[config.mk]
export PLATFORM = sky130hd
export DESIGN_NAME = beep_pattern_sequencer_top
export DESIGN_NICKNAME = d
export VERILOG_FILES = /design/src/hw/rtl/bps_pkg.sv /design/src/hw/rtl/bps_step.sv /design/src/hw/rtl/beep_pattern_sequencer_top.sv
export SDC_FILE = /design/constraint.sdc
export NUM_CORES = 1
export LEC_CHECK = 0
export ABC_AREA = 1
export BUFFER_PORTS_ARGS = -buffer_cell sky130_fd_sc_hd__buf_2
export CAP_MARGIN = 10
export CORE_ASPECT_RATIO = 0.9
export CORE_MARGIN = 2
export CORE_UTILIZATION = 54
export DETAILED_ROUTE_END_ITERATION = 12
export GPL_TIMING_DRIVEN = 0
export PLACE_DENSITY = 0.73
export SETUP_SLACK_MARGIN = 0.05
export SYNTH_ARGS = -nofsm -noshare
export SYNTH_HDL_FRONTEND = slang
export SYNTH_SLANG_ARGS = --single-unit
export TNS_END_PERCENT = 100
[constraint.sdc]
create_clock -name clk -period 3.65 [get_ports clk]
set_clock_uncertainty 0.05 [all_clocks]
set_input_delay 0.1825 -clock clk [delete_from_list [all_inputs] [get_ports clk]]
set_output_delay 0.1825 -clock clk [all_outputs]
set_load 0.02 [all_outputs]
[src/hw/rtl/bps_pkg.sv]
`default_nettype none

package bps_pkg;

    localparam int TICK_W = 16;
    localparam int REG_INDEX_W = 3;

    typedef enum logic [2:0] {
        SYM_END           = 3'd0,
        SYM_DASH          = 3'd1,
        SYM_DOT           = 3'd2,
        SYM_FLICKER       = 3'd3,
        SYM_FLICKER_SHORT = 3'd4,
        SYM_PAUSE         = 3'd5,
        SYM_REPEAT        = 3'd6,
        SYM_OTHER         = 3'd7
    } symbol_t;

    typedef enum logic [REG_INDEX_W-1:0] {
        REG_PATTERN   = 3'd0,
        REG_DASH      = 3'd1,
        REG_DOT       = 3'd2,
        REG_FLICKER   = 3'd3,
        REG_GAP       = 3'd4,
        REG_SHORT_GAP = 3'd5,
        REG_CHAR_GAP  = 3'd6,
        REG_SYNC_MODE = 3'd7
    } reg_index_t;

    typedef struct packed {
        logic [TICK_W-1:0] dash;
        logic [TICK_W-1:0] dot;
        logic [TICK_W-1:0] flicker;
        logic [TICK_W-1:0] gap;
        logic [TICK_W-1:0] short_gap;
        logic [TICK_W-1:0] char_gap;
        logic              sync_mode;
    } timing_t;

    typedef struct packed {
        logic period_done;
        logic tone;
        logic enable;
        logic gap_pending;
        logic short_gap_select;
        logic char_gap_pending;
        logic repeat_pending;
        logic sync;
        logic active;
    } flags_t;

    localparam flags_t FLAGS_RESET = '{
        period_done:      1'b1,
        tone:             1'b0,
        enable:           1'b0,
        gap_pending:      1'b0,
        short_gap_select: 1'b0,
        char_gap_pending: 1'b0,
        repeat_pending:   1'b0,
        sync:             1'b0,
        active:           1'b0
    };

endpackage

`default_nettype wire

[src/hw/rtl/bps_step.sv]
`default_nettype none

module bps_step
    import bps_pkg::*;
#(
    parameter int PATTERN_LENGTH = 14,
    parameter int COUNT_WIDTH = 16,
    parameter int PTR_W = $clog2(PATTERN_LENGTH + 1)
) (
    input  wire logic                        op,
    input  wire logic                        inhibit,
    input  wire logic                        second_mark,
    input  wire logic [3*PATTERN_LENGTH-1:0] pattern,
    input  wire timing_t                     timing,
    input  wire flags_t                      flags,
    input  wire logic [COUNT_WIDTH-1:0]      count,
    input  wire logic [COUNT_WIDTH-1:0]      limit,
    input  wire logic [PTR_W-1:0]            pointer,
    output flags_t                           flags_next,
    output logic [COUNT_WIDTH-1:0]           count_next,
    output logic [COUNT_WIDTH-1:0]           limit_next,
    output logic [PTR_W-1:0]                 pointer_next
);

    symbol_t codes [PATTERN_LENGTH:0];

    genvar k;
    generate
        for (k = 0; k < PATTERN_LENGTH; k++)
        begin : g_codes
            assign codes[k] = symbol_t'(pattern[3*k +: 3]);
        end
    endgenerate
    assign codes[PATTERN_LENGTH] = SYM_END;

    always_comb
    begin
        logic [TICK_W-1:0]             len;
        logic [COUNT_WIDTH+TICK_W-1:0] len_ext;
        logic [COUNT_WIDTH-1:0]        count_inc;
        logic                          start;
        logic                          start_tone;
        symbol_t                       code;

        flags_next   = flags;
        count_next   = count;
        limit_next   = limit;
        pointer_next = pointer;
        len          = timing.gap;
        start        = 1'b0;
        start_tone   = 1'b0;
        count_inc    = count + COUNT_WIDTH'(1);
        code         = codes[pointer];

        if (second_mark)
        begin
            flags_next.sync = 1'b1;
        end

        if (op)
        begin
            pointer_next                = '0;
            flags_next.enable           = 1'b0;
            flags_next.period_done      = 1'b1;
            flags_next.repeat_pending   = 1'b0;
            flags_next.char_gap_pending = 1'b0;
            flags_next.gap_pending      = 1'b0;
            flags_next.sync             = 1'b0;
        end
        else if (!inhibit)
        begin
            if (!flags.period_done)
            begin
                if (count != '0)
                begin
                    count_next = count_inc;
                    if (count_inc >= limit)
                    begin
                        count_next             = '0;
                        flags_next.tone        = 1'b0;
                        flags_next.period_done = 1'b1;
                    end
                end
            end
            else if (flags.char_gap_pending)
            begin
                flags_next.char_gap_pending = 1'b0;
                start = 1'b1;
                len   = timing.sync_mode ? timing.char_gap : timing.gap;
            end
            else if (flags.gap_pending)
            begin
                flags_next.gap_pending = 1'b0;
                start = 1'b1;
                len   = flags.short_gap_select ? timing.short_gap : timing.gap;
            end
            else if (flags.repeat_pending)
            begin
                flags_next.repeat_pending = 1'b0;
                pointer_next = '0;
            end
            else if (code != SYM_END && !(timing.sync_mode && !flags_next.sync))
            begin
                case (code)
                    SYM_DASH:
                    begin
                        start      = 1'b1;
                        start_tone = 1'b1;
                        len        = timing.dash;
                        flags_next.gap_pending      = 1'b1;
                        flags_next.short_gap_select = 1'b0;
                    end
                    SYM_DOT:
                    begin
                        start      = 1'b1;
                        start_tone = 1'b1;
                        len        = timing.dot;
                        flags_next.gap_pending      = 1'b1;
                        flags_next.short_gap_select = 1'b0;
                    end
                    SYM_FLICKER:
                    begin
                        start      = 1'b1;
                        start_tone = 1'b1;
                        len        = timing.flicker;
                        flags_next.gap_pending      = 1'b1;
                        flags_next.short_gap_select = 1'b0;
                    end
                    SYM_FLICKER_SHORT:
                    begin
                        start      = 1'b1;
                        start_tone = 1'b1;
                        len        = timing.flicker;
                        flags_next.gap_pending      = 1'b1;
                        flags_next.short_gap_select = 1'b1;
                    end
                    SYM_PAUSE:
                    begin
                        flags_next.short_gap_select = 1'b0;
                        flags_next.char_gap_pending = 1'b1;
                        flags_next.period_done      = 1'b1;
                        flags_next.sync             = 1'b0;
                        flags_next.active           = 1'b0;
                    end
                    SYM_REPEAT:
                    begin
                        flags_next.repeat_pending = 1'b1;
                    end
                    default:
                    begin
                    end
                endcase
                if (code != SYM_PAUSE && code != SYM_REPEAT)
                begin
                    flags_next.active = 1'b1;
                end
                if (code != SYM_REPEAT)
                begin
                    pointer_next = pointer + PTR_W'(1);
                end
            end
        end

        len_ext = {{COUNT_WIDTH{1'b0}}, len};
        if (start)
        begin
            limit_next             = len_ext[COUNT_WIDTH-1:0];
            count_next             = COUNT_WIDTH'(1);
            flags_next.period_done = 1'b0;
            flags_next.tone        = start_tone;
            flags_next.enable      = start_tone;
        end
    end

endmodule

`default_nettype wire

[src/hw/rtl/beep_pattern_sequencer_top.sv]
`default_nettype none

// Beep pattern sequencer. Each input beat is one tick (tuser low) or a restart
// (tuser high); it steps the pattern held in the pattern register and yields one
// output beat with the tone, sounder enable and pattern activity flags after the
// step. One beat is taken every clock cycle while the output is not stalled; a
// result passes through the input register and then the result register, with
// the combinational step logic between them. A stall on the output holds the input
// register, and the input side keeps taking beats while it has room.

module beep_pattern_sequencer_top
    import bps_pkg::*;
#(
    parameter int PATTERN_LENGTH = 14,
    parameter int COUNT_WIDTH = 16
) (
    input  wire logic                          clk,
    input  wire logic                          rst_n,
    input  wire logic                          cfg_wen,
    input  wire logic [REG_INDEX_W-1:0]        cfg_index,
    input  wire logic [((3*PATTERN_LENGTH > TICK_W) ? 3*PATTERN_LENGTH : TICK_W)-1:0]
                                               cfg_wdata,
    input  wire logic                          s_tvalid,
    output logic                               s_tready,
    input  wire logic [7:0]                    s_tdata,   // inhibit, second_mark, zero pad
    input  wire logic                          s_tuser,   // op
    output logic                               m_tvalid,
    input  wire logic                          m_tready,
    output logic [7:0]                         m_tdata    // tone_on, drive_enable,
                                                          // pattern_active, zero pad
);

    localparam int PTR_W = $clog2(PATTERN_LENGTH + 1);

    logic [3*PATTERN_LENGTH-1:0] pattern_reg;
    timing_t                     timing_reg;

    flags_t                      flags_reg, flags_next;
    logic [COUNT_WIDTH-1:0]      count_reg, count_next;
    logic [COUNT_WIDTH-1:0]      limit_reg, limit_next;
    logic [PTR_W-1:0]            pointer_reg, pointer_next;

    logic                        in_valid_reg;
    logic                        in_op_reg;
    logic                        in_inhibit_reg;
    logic                        in_mark_reg;
    logic                        out_valid_reg;
    logic [2:0]                  out_data_reg;
    logic                        advance;

    assign advance  = in_valid_reg && (!out_valid_reg || m_tready);
    assign s_tready = !in_valid_reg || advance;
    assign m_tvalid = out_valid_reg;
    assign m_tdata  = {5'b0, out_data_reg};

    always_ff @(posedge clk or negedge rst_n)
    begin
        if (!rst_n)
        begin
            pattern_reg          <= '0;
            timing_reg.dash      <= TICK_W'(30);
            timing_reg.dot       <= TICK_W'(10);
            timing_reg.flicker   <= TICK_W'(3);
            timing_reg.gap       <= TICK_W'(10);
            timing_reg.short_gap <= TICK_W'(5);
            timing_reg.char_gap  <= TICK_W'(50);
            timing_reg.sync_mode <= 1'b0;
        end
        else if (cfg_wen)
        begin
            case (reg_index_t'(cfg_index))
                REG_PATTERN:   pattern_reg          <= cfg_wdata[3*PATTERN_LENGTH-1:0];
                REG_DASH:      timing_reg.dash      <= cfg_wdata[TICK_W-1:0];
                REG_DOT:       timing_reg.dot       <= cfg_wdata[TICK_W-1:0];
                REG_FLICKER:   timing_reg.flicker   <= cfg_wdata[TICK_W-1:0];
                REG_GAP:       timing_reg.gap       <= cfg_wdata[TICK_W-1:0];
                REG_SHORT_GAP: timing_reg.short_gap <= cfg_wdata[TICK_W-1:0];
                REG_CHAR_GAP:  timing_reg.char_gap  <= cfg_wdata[TICK_W-1:0];
                REG_SYNC_MODE: timing_reg.sync_mode <= cfg_wdata[0];
                default:
                begin
                end
            endcase
        end
    end

    always_ff @(posedge clk or negedge rst_n)
    begin
        if (!rst_n)
        begin
            in_valid_reg <= 1'b0;
        end
        else if (s_tready)
        begin
            in_valid_reg <= s_tvalid;
        end
    end

    always_ff @(posedge clk)
    begin
        if (s_tready && s_tvalid)
        begin
            in_op_reg      <= s_tuser;
            in_inhibit_reg <= s_tdata[0];
            in_mark_reg    <= s_tdata[1];
        end
    end

    bps_step #(
        .PATTERN_LENGTH (PATTERN_LENGTH),
        .COUNT_WIDTH    (COUNT_WIDTH),
        .PTR_W          (PTR_W)
    ) u_step (
        .op           (in_op_reg),
        .inhibit      (in_inhibit_reg),
        .second_mark  (in_mark_reg),
        .pattern      (pattern_reg),
        .timing       (timing_reg),
        .flags        (flags_reg),
        .count        (count_reg),
        .limit        (limit_reg),
        .pointer      (pointer_reg),
        .flags_next   (flags_next),
        .count_next   (count_next),
        .limit_next   (limit_next),
        .pointer_next (pointer_next)
    );

    always_ff @(posedge clk or negedge rst_n)
    begin
        if (!rst_n)
        begin
            flags_reg     <= FLAGS_RESET;
            count_reg     <= '0;
            limit_reg     <= '0;
            pointer_reg   <= '0;
            out_valid_reg <= 1'b0;
        end
        else
        begin
            if (advance)
            begin
                flags_reg   <= flags_next;
                count_reg   <= count_next;
                limit_reg   <= limit_next;
                pointer_reg <= pointer_next;
            end
            if (advance)
            begin
                out_valid_reg <= 1'b1;
            end
            else if (m_tready)
            begin
                out_valid_reg <= 1'b0;
            end
        end
    end

    // result beat: tone, enable, active after the step
    always_ff @(posedge clk)
    begin
        if (advance)
        begin
            out_data_reg <= {flags_next.active, flags_next.enable, flags_next.tone};
        end
    end

endmodule

`default_nettype wire
# Word-level counts from Yosys, hierarchy flattened
# Index checks and enable logic that the tools add are counted.
[totals]
output_inout_bits = 10
regBits = 192
in_bits = 59
[op_classes]
mux = 75
reduce_logical = 38
order_cmp = 2
bitwise = 4
eq_ne = 25
addsub = 2
[ops]
columns = ["operator", "n"]
rows = [
  ["16-bit two-way mux", 15],
  ["16-bit case mux with 3 select lines", 1],
  ["4-bit two-way mux", 8],
  ["3-bit two-way mux", 10],
  ["1-bit two-way mux", 29],
  ["3-bit equality test, second input constant", 7],
  ["2-bit AND reduction", 10],
  ["6-bit two-way mux", 3],
  ["16-bit by 1-bit adder with 16-bit output, second input constant", 1],
  ["16-bit >= comparator", 1],
  ["16-bit nonzero test", 1],
  ["3-bit binary-select mux with 4-bit select", 1],
  ["3-bit by 2-bit equality test with 1-bit output, second input constant", 4],
  ["2-bit two-way mux", 6],
  ["2-bit by 1-bit inequality test with 1-bit output, second input constant", 5],
  ["5-bit AND reduction", 2],
  ["9-bit AND reduction", 1],
  ["3-bit nonzero test", 3],
  ["4-bit OR reduction", 2],
  ["7-bit by 4-bit inequality test with 1-bit output, second input constant", 1],
  ["7-bit AND reduction", 1],
  ["3-bit by 1-bit equality test with 1-bit output, second input constant", 2],
  ["3-bit inequality test, second input constant", 2],
  ["6-bit by 3-bit inequality test with 1-bit output, second input constant", 1],
  ["other kinds (16)", 29],
]

# Depth between registers and ports, before layout
[depth]
ltp_word = 17
mapped_depth = 25

# By module
# From an unflattened synthesis, not the netlist that was laid out.
[unflattened]
hier_cells = 1484
area_unflattened_um2 = 10829.1
[modules_own_cells]
columns = ["module", "area_each_um2", "cells_each", "instances"]
rows = [
  ["beep_pattern_sequencer_top", 7536.0, 831, 1],
  ["bps_step", 3293.2, 653, 1],
]

# Worst setup path before layout
# No wires, ideal clock.
[synth_timing]
path_type = "reg2reg"
startpoint = "register count_reg[0]"
endpoint = "register count_reg[11]"
path_stages_with_launch = 24
arrival_time_ns = 2.938
period_less_slack_ns = 3.106
setup_slack_ns = 0.544
required_time_ns = 3.483
path_cell_list = "dfrtp_1 -> ha_1 -> nand2_1 -> nor2_1 -> nand3_1 -> nor2_1 -> inv_1 -> nor2_1 -> nand3_1 -> nor2_1 -> nand4_1 -> nand2_1 -> inv_1 -> ha_1 -> nand2_1 -> inv_1 -> nand3_1 -> nor3_1 -> nand2_1 -> nand3_1 -> clkbuf_1 -> nor2_1 -> nand4_1 -> nand2_1"
[synth_between]
elab_chain_cells = 8
elab_cells_between_ends = 11
cone_classes = "add/sub: 1; order compare: 1; mux: 6; reduce/logical: 3"
[synth_rtl]
columns = ["element", "line", "rtl"]
rows = [
  ["start: declaration", "beep_pattern_sequencer_top.sv:39", "logic [COUNT_WIDTH-1:0] count_reg, count_next;"],
  ["start signal: assignment", "beep_pattern_sequencer_top.sv:144", "count_reg <= count_next;"],
  ["16-bit by 1-bit adder with 16-bit output", "bps_step.sv:52", "count_inc = count + COUNT_WIDTH'(1);"],
  ["16-bit >= comparator", "bps_step.sv:77", "if (count_inc >= limit)"],
  ["16-bit two-way mux", "bps_step.sv:77", ""],
  ["16-bit two-way mux", "bps_step.sv:74", "if (count != '0)"],
  ["16-bit two-way mux", "bps_step.sv:72", "if (!flags.period_done)"],
  ["16-bit two-way mux", "bps_step.sv:70", "else if (!inhibit)"],
  ["16-bit two-way mux", "bps_step.sv:60", "if (op)"],
  ["16-bit two-way mux", "bps_step.sv:165", "if (start)"],
]
# Parallel ways exist; a longest one is shown, timed or not. The select of a mux whose other input is x is not followed.
# A chain may end at the register's enable or synchronous reset.

# Worst setup path after layout
[layout_timing]
startpoint = "register count_reg[1]"
endpoint = "register count_reg[10]"
# The elaborated chain is that of the path after synthesis.

==> results.md <==
* Worst setup EP type: flop
* CP Launch Type: flop
* Root Driver: clkbuf_16
* Routed len/inst at 15.8 um
* Clock Pin Slew Worst Setup and Hold Paths at 0.08 ns
* Post-route ant nets at 0
* Critical Path AT at 3.74 ns
* Top delay family on crit path: simple AND/OR/NAND/NOR gates
* Seq/Total Area, Yosys at 49.2%
* Io pins at 69
* DP Wirelength at 18.5 mm
* Area leader, netlist: dfrtp_1
* Largest cells by area after synthesis: dfrtp_1 43%, nand2_1 12%, o21ai_0 8.1%, inv_1 5.3%, nor2_1 5.1%
* H-tree levels at 4
* Cell-by-cell trace of the critical path: ha_1 -> nand2_1 -> nor2_1 -> nand3_1 -> nor2_1 -> inv_1 -> nor2_2 -> nand3_1 -> nor2_2 -> nand4_1 -> nand2_1 -> inv_1 -> ha_1 -> nand2_1 -> inv_1 -> nand3_1 -> inv_1 -> a21oi_1 -> nand3_2 -> buf_4 -> nor2_1 -> nand4_1 -> nand2_1
* Area share of the largest cell type after synthesis at 43.1%
* Die X at 147 um
* Total clock buffers created by CTS at 17
* Worst endpoint required time at ~4 ns
* Layout cells sized above 1 at 11.9%
* Final Cycle Share at between 90% and 100%
* First-pass detailed-route iteration total at 6
* Gp weighted congestion at between 0.8 and 0.9
* Synthesized instance count at ~1300
* Overall power at 7.99 mW
* Worst Hold Class: input pin to flop
* Clock network power share at 23.0%
* NumNets Final at 1468
* Core ar. at 0.0178 mm2
* Cell variety after synth at 40
* Die boundary height at 132 um
* CP max-delay cell: dfrtp_1
* Cell Area, Placed at about 0.011 mm2
* Mean Syn Cell Area at 7.77 um2
* Sink Count at 192
* # port buffers at 57
* Sequential share of power at 36.2%
* Vias per cell at 5.44
* Hold Vio Cnt, Final at 0
* Residual DRC at 0
* Starting DRC count in detailed routing at 990
* Power density cells at about 700 mW/mm2
* Total track usage at roughly 27%
* WHS at between 0.06 and 0.07 ns
* Status: complete, no violations
* Tmin final at 3.40 ns
* Largest register FFs at 97
* Synthesized area at 0.00988 mm2
* Number of global-route vias before repair at 8388
* CTS max path bufs at 2
* P&R area growth vs syn at 16.4%
* Switch Pwr at 3.42 mW
* Worst-Skew Late Latency at around 0.45 ns
* Final wirelength at roughly 26 mm
* Sw Ratio at 42.8%
* Bufs and invs on worst path at 5
* Worst-Margin Slew at 0.774 ns
* Antenna cells at 0
* Commonest cells after routing, fill and taps aside: 315 x nand2_1, 170 x dfrtp_1, 159 x o21ai_0
* FP Rows at 46
* Critical Path Fanout Max at 10
* DR vias at 8931
* Final instance area at about 0.011 mm2
* Relative slew slack at between 40% and 50%
* MaxCap Viol Count at 0
* Initial antenna violation count at 0
* F_max at just under 300 MHz
* Comb power frac at 40.8%
* Largest net degree at the start of global routing at around 120
* Die ar. at 0.0194 mm2
* RSZ-0062 raised after global routing: no
* Max-slew violation count at 0
* Synthesis-stage register bit count at between 150 and 200
* Synth warnings at 0
* VDD IR max at 0.470 mV
* Final core utilization at between 60% and 70%
* Grt ovf at 0
* CTS tree: done
* Initial Util at 55.5%
* Max incr delay on CP at around 0.39 ns
* Most common cell after layout, fill and taps aside: nand2_1
* Setup violators final at 0
* Int Power at 4.57 mW
* Critical setup path kind: flop to flop
* P_leak at 5.88 nW
* First-pass GRT wire length at 42.2 mm
==> power groups by stage <==
| stage | clock, mW | combinational (mW) | sequential, mW |
|---|---|---|---|
| floorplan | 0 | 2.27 | 2.86 |
| global placement | 0 | 3.08 | 2.91 |
| detailed placement | 0 | 3.13 | 2.92 |
| CTS | 1.85 | 3.19 | 2.89 |
| global route | 1.94 | 3.66 | 2.94 |
| finish | 1.84 | 3.26 | 2.89 |
==> final timing paths <==
path	from	to	slack [ns]	depth (start not counted)
setup / recovery	count_reg[1]	count_reg[10]	0.25	23
hold / removal	cfg_wdata[12]	pattern_reg[12]	0.07	3
setup reg to reg	count_reg[1]	count_reg[10]	0.25	23
hold reg to reg	count_reg[15]	count_reg[15]	0.43	2
max in group asynchronous	rst_n	limit_reg[2]	2.37	3
min in group asynchronous	rst_n	pattern_reg[12]	0.23	2
==> cell type report <==
type	instances	area [um2]
Buffer	60	302
Clock buffer	18	429
Clock inverter	14	141
Fill cell	1550	6290
Inverter	147	552
Multi-Input combinational cell	876	4220
Sequential cell	192	4850
Tap cell	240	300
Timing Repair Buffer	96	691
==> worst register-to-register path, stage by stage, from the launching register on <==
cell and delay, ns:
dfrtp_1 0.39, ha_1 0.21, nand2_1 0.07, nor2_1 0.18, nand3_1 0.13, nor2_1 0.11
inv_1 0.07, nor2_2 0.15, nand3_1 0.14, nor2_2 0.15, nand4_1 0.09, nand2_1 0.10
inv_1 0.06, ha_1 0.26, nand2_1 0.07, inv_1 0.04, nand3_1 0.09, inv_1 0.05
a21oi_1 0.17, nand3_2 0.20, buf_4 0.24, nor2_1 0.11, nand4_1 0.11, nand2_1 0.10
==> cells in the mapped netlist <==
cell type  count
nand2_1      315
dfrtp_1      170
o21ai_0      159
inv_1        140
nor2_1       134
nand3_1       86
a21oi_1       62
clkbuf_1      39
nand4_1       27
ha_1          19
dfstp_2       16
o21a_1        11
a211oi_1       9
xor2_1         8
buf_2          7
buf_4          7
nand2_2        7
edfxtp_1       6
nor3_1         6
buf_6          5
inv_2          5
mux2_2         5
nor2_2         4
nor4_1         3
or2_2          3
buf_1          2
clkinv_1       2
nand3_2        2
a31oi_1        1
a32o_1         1
conb_1         1
nand2_4        1
nand4_2        1
nor2_4         1
o211ai_1       1
o21bai_1       1
o21bai_4       1
o221ai_1       1
o22ai_1        1
or2_1          1
==> routing by layer <==
metal | global-route usage [%] | vias up | routed length, um
met5 | 0 | - | 0
met3 | 5.05 | 49 | 1920
met1 | 40.9 | 4191 | 12300
met2 | 40.6 | 344 | 11100
li1 | - | 4347 | -
met4 | 8.63 | 0 | 588
==> repair_timing <==
action / 4_1_cts / 5_1_grt
endpoints found under the hold margin: 97 / 0
setup endpoints to repair: 10 / 19
gates resized for setup: 2 / 10
pin swaps: 0 / 2
hold buffers: 33 / 0
buffers inserted: 0 / 5
==> through the flow <==
step,setup slack (ns),setup TNS [ns],cells
after floorplan,0.544,0,1275
after global placement,-0.709,-117.68,1572
after detailed placement,-0.121,-0.986,1573
after CTS,0.0620,0,1638
after global routing,0.0126,0,1643
final,0.253,0,1643
==> cell families (layout without fill, tap and decap cells) <==
logic type | after synthesis | in the layout | synth area share, %
adder cells (fa/ha/maj) | 19 | 19 | 2.41
other | 1 | 5 | 0.0380
multiplexers | 5 | 5 | 0.570
buffers and inverters | 207 | 335 | 8.60
XOR/XNOR | 8 | 8 | 0.710
AO/OA/AOI/OAI | 248 | 248 | 13.4
AND/OR/NAND/NOR | 591 | 591 | 25.1
flip-flops | 192 | 192 | 49.2
Power figures use the tool's default switching activity.
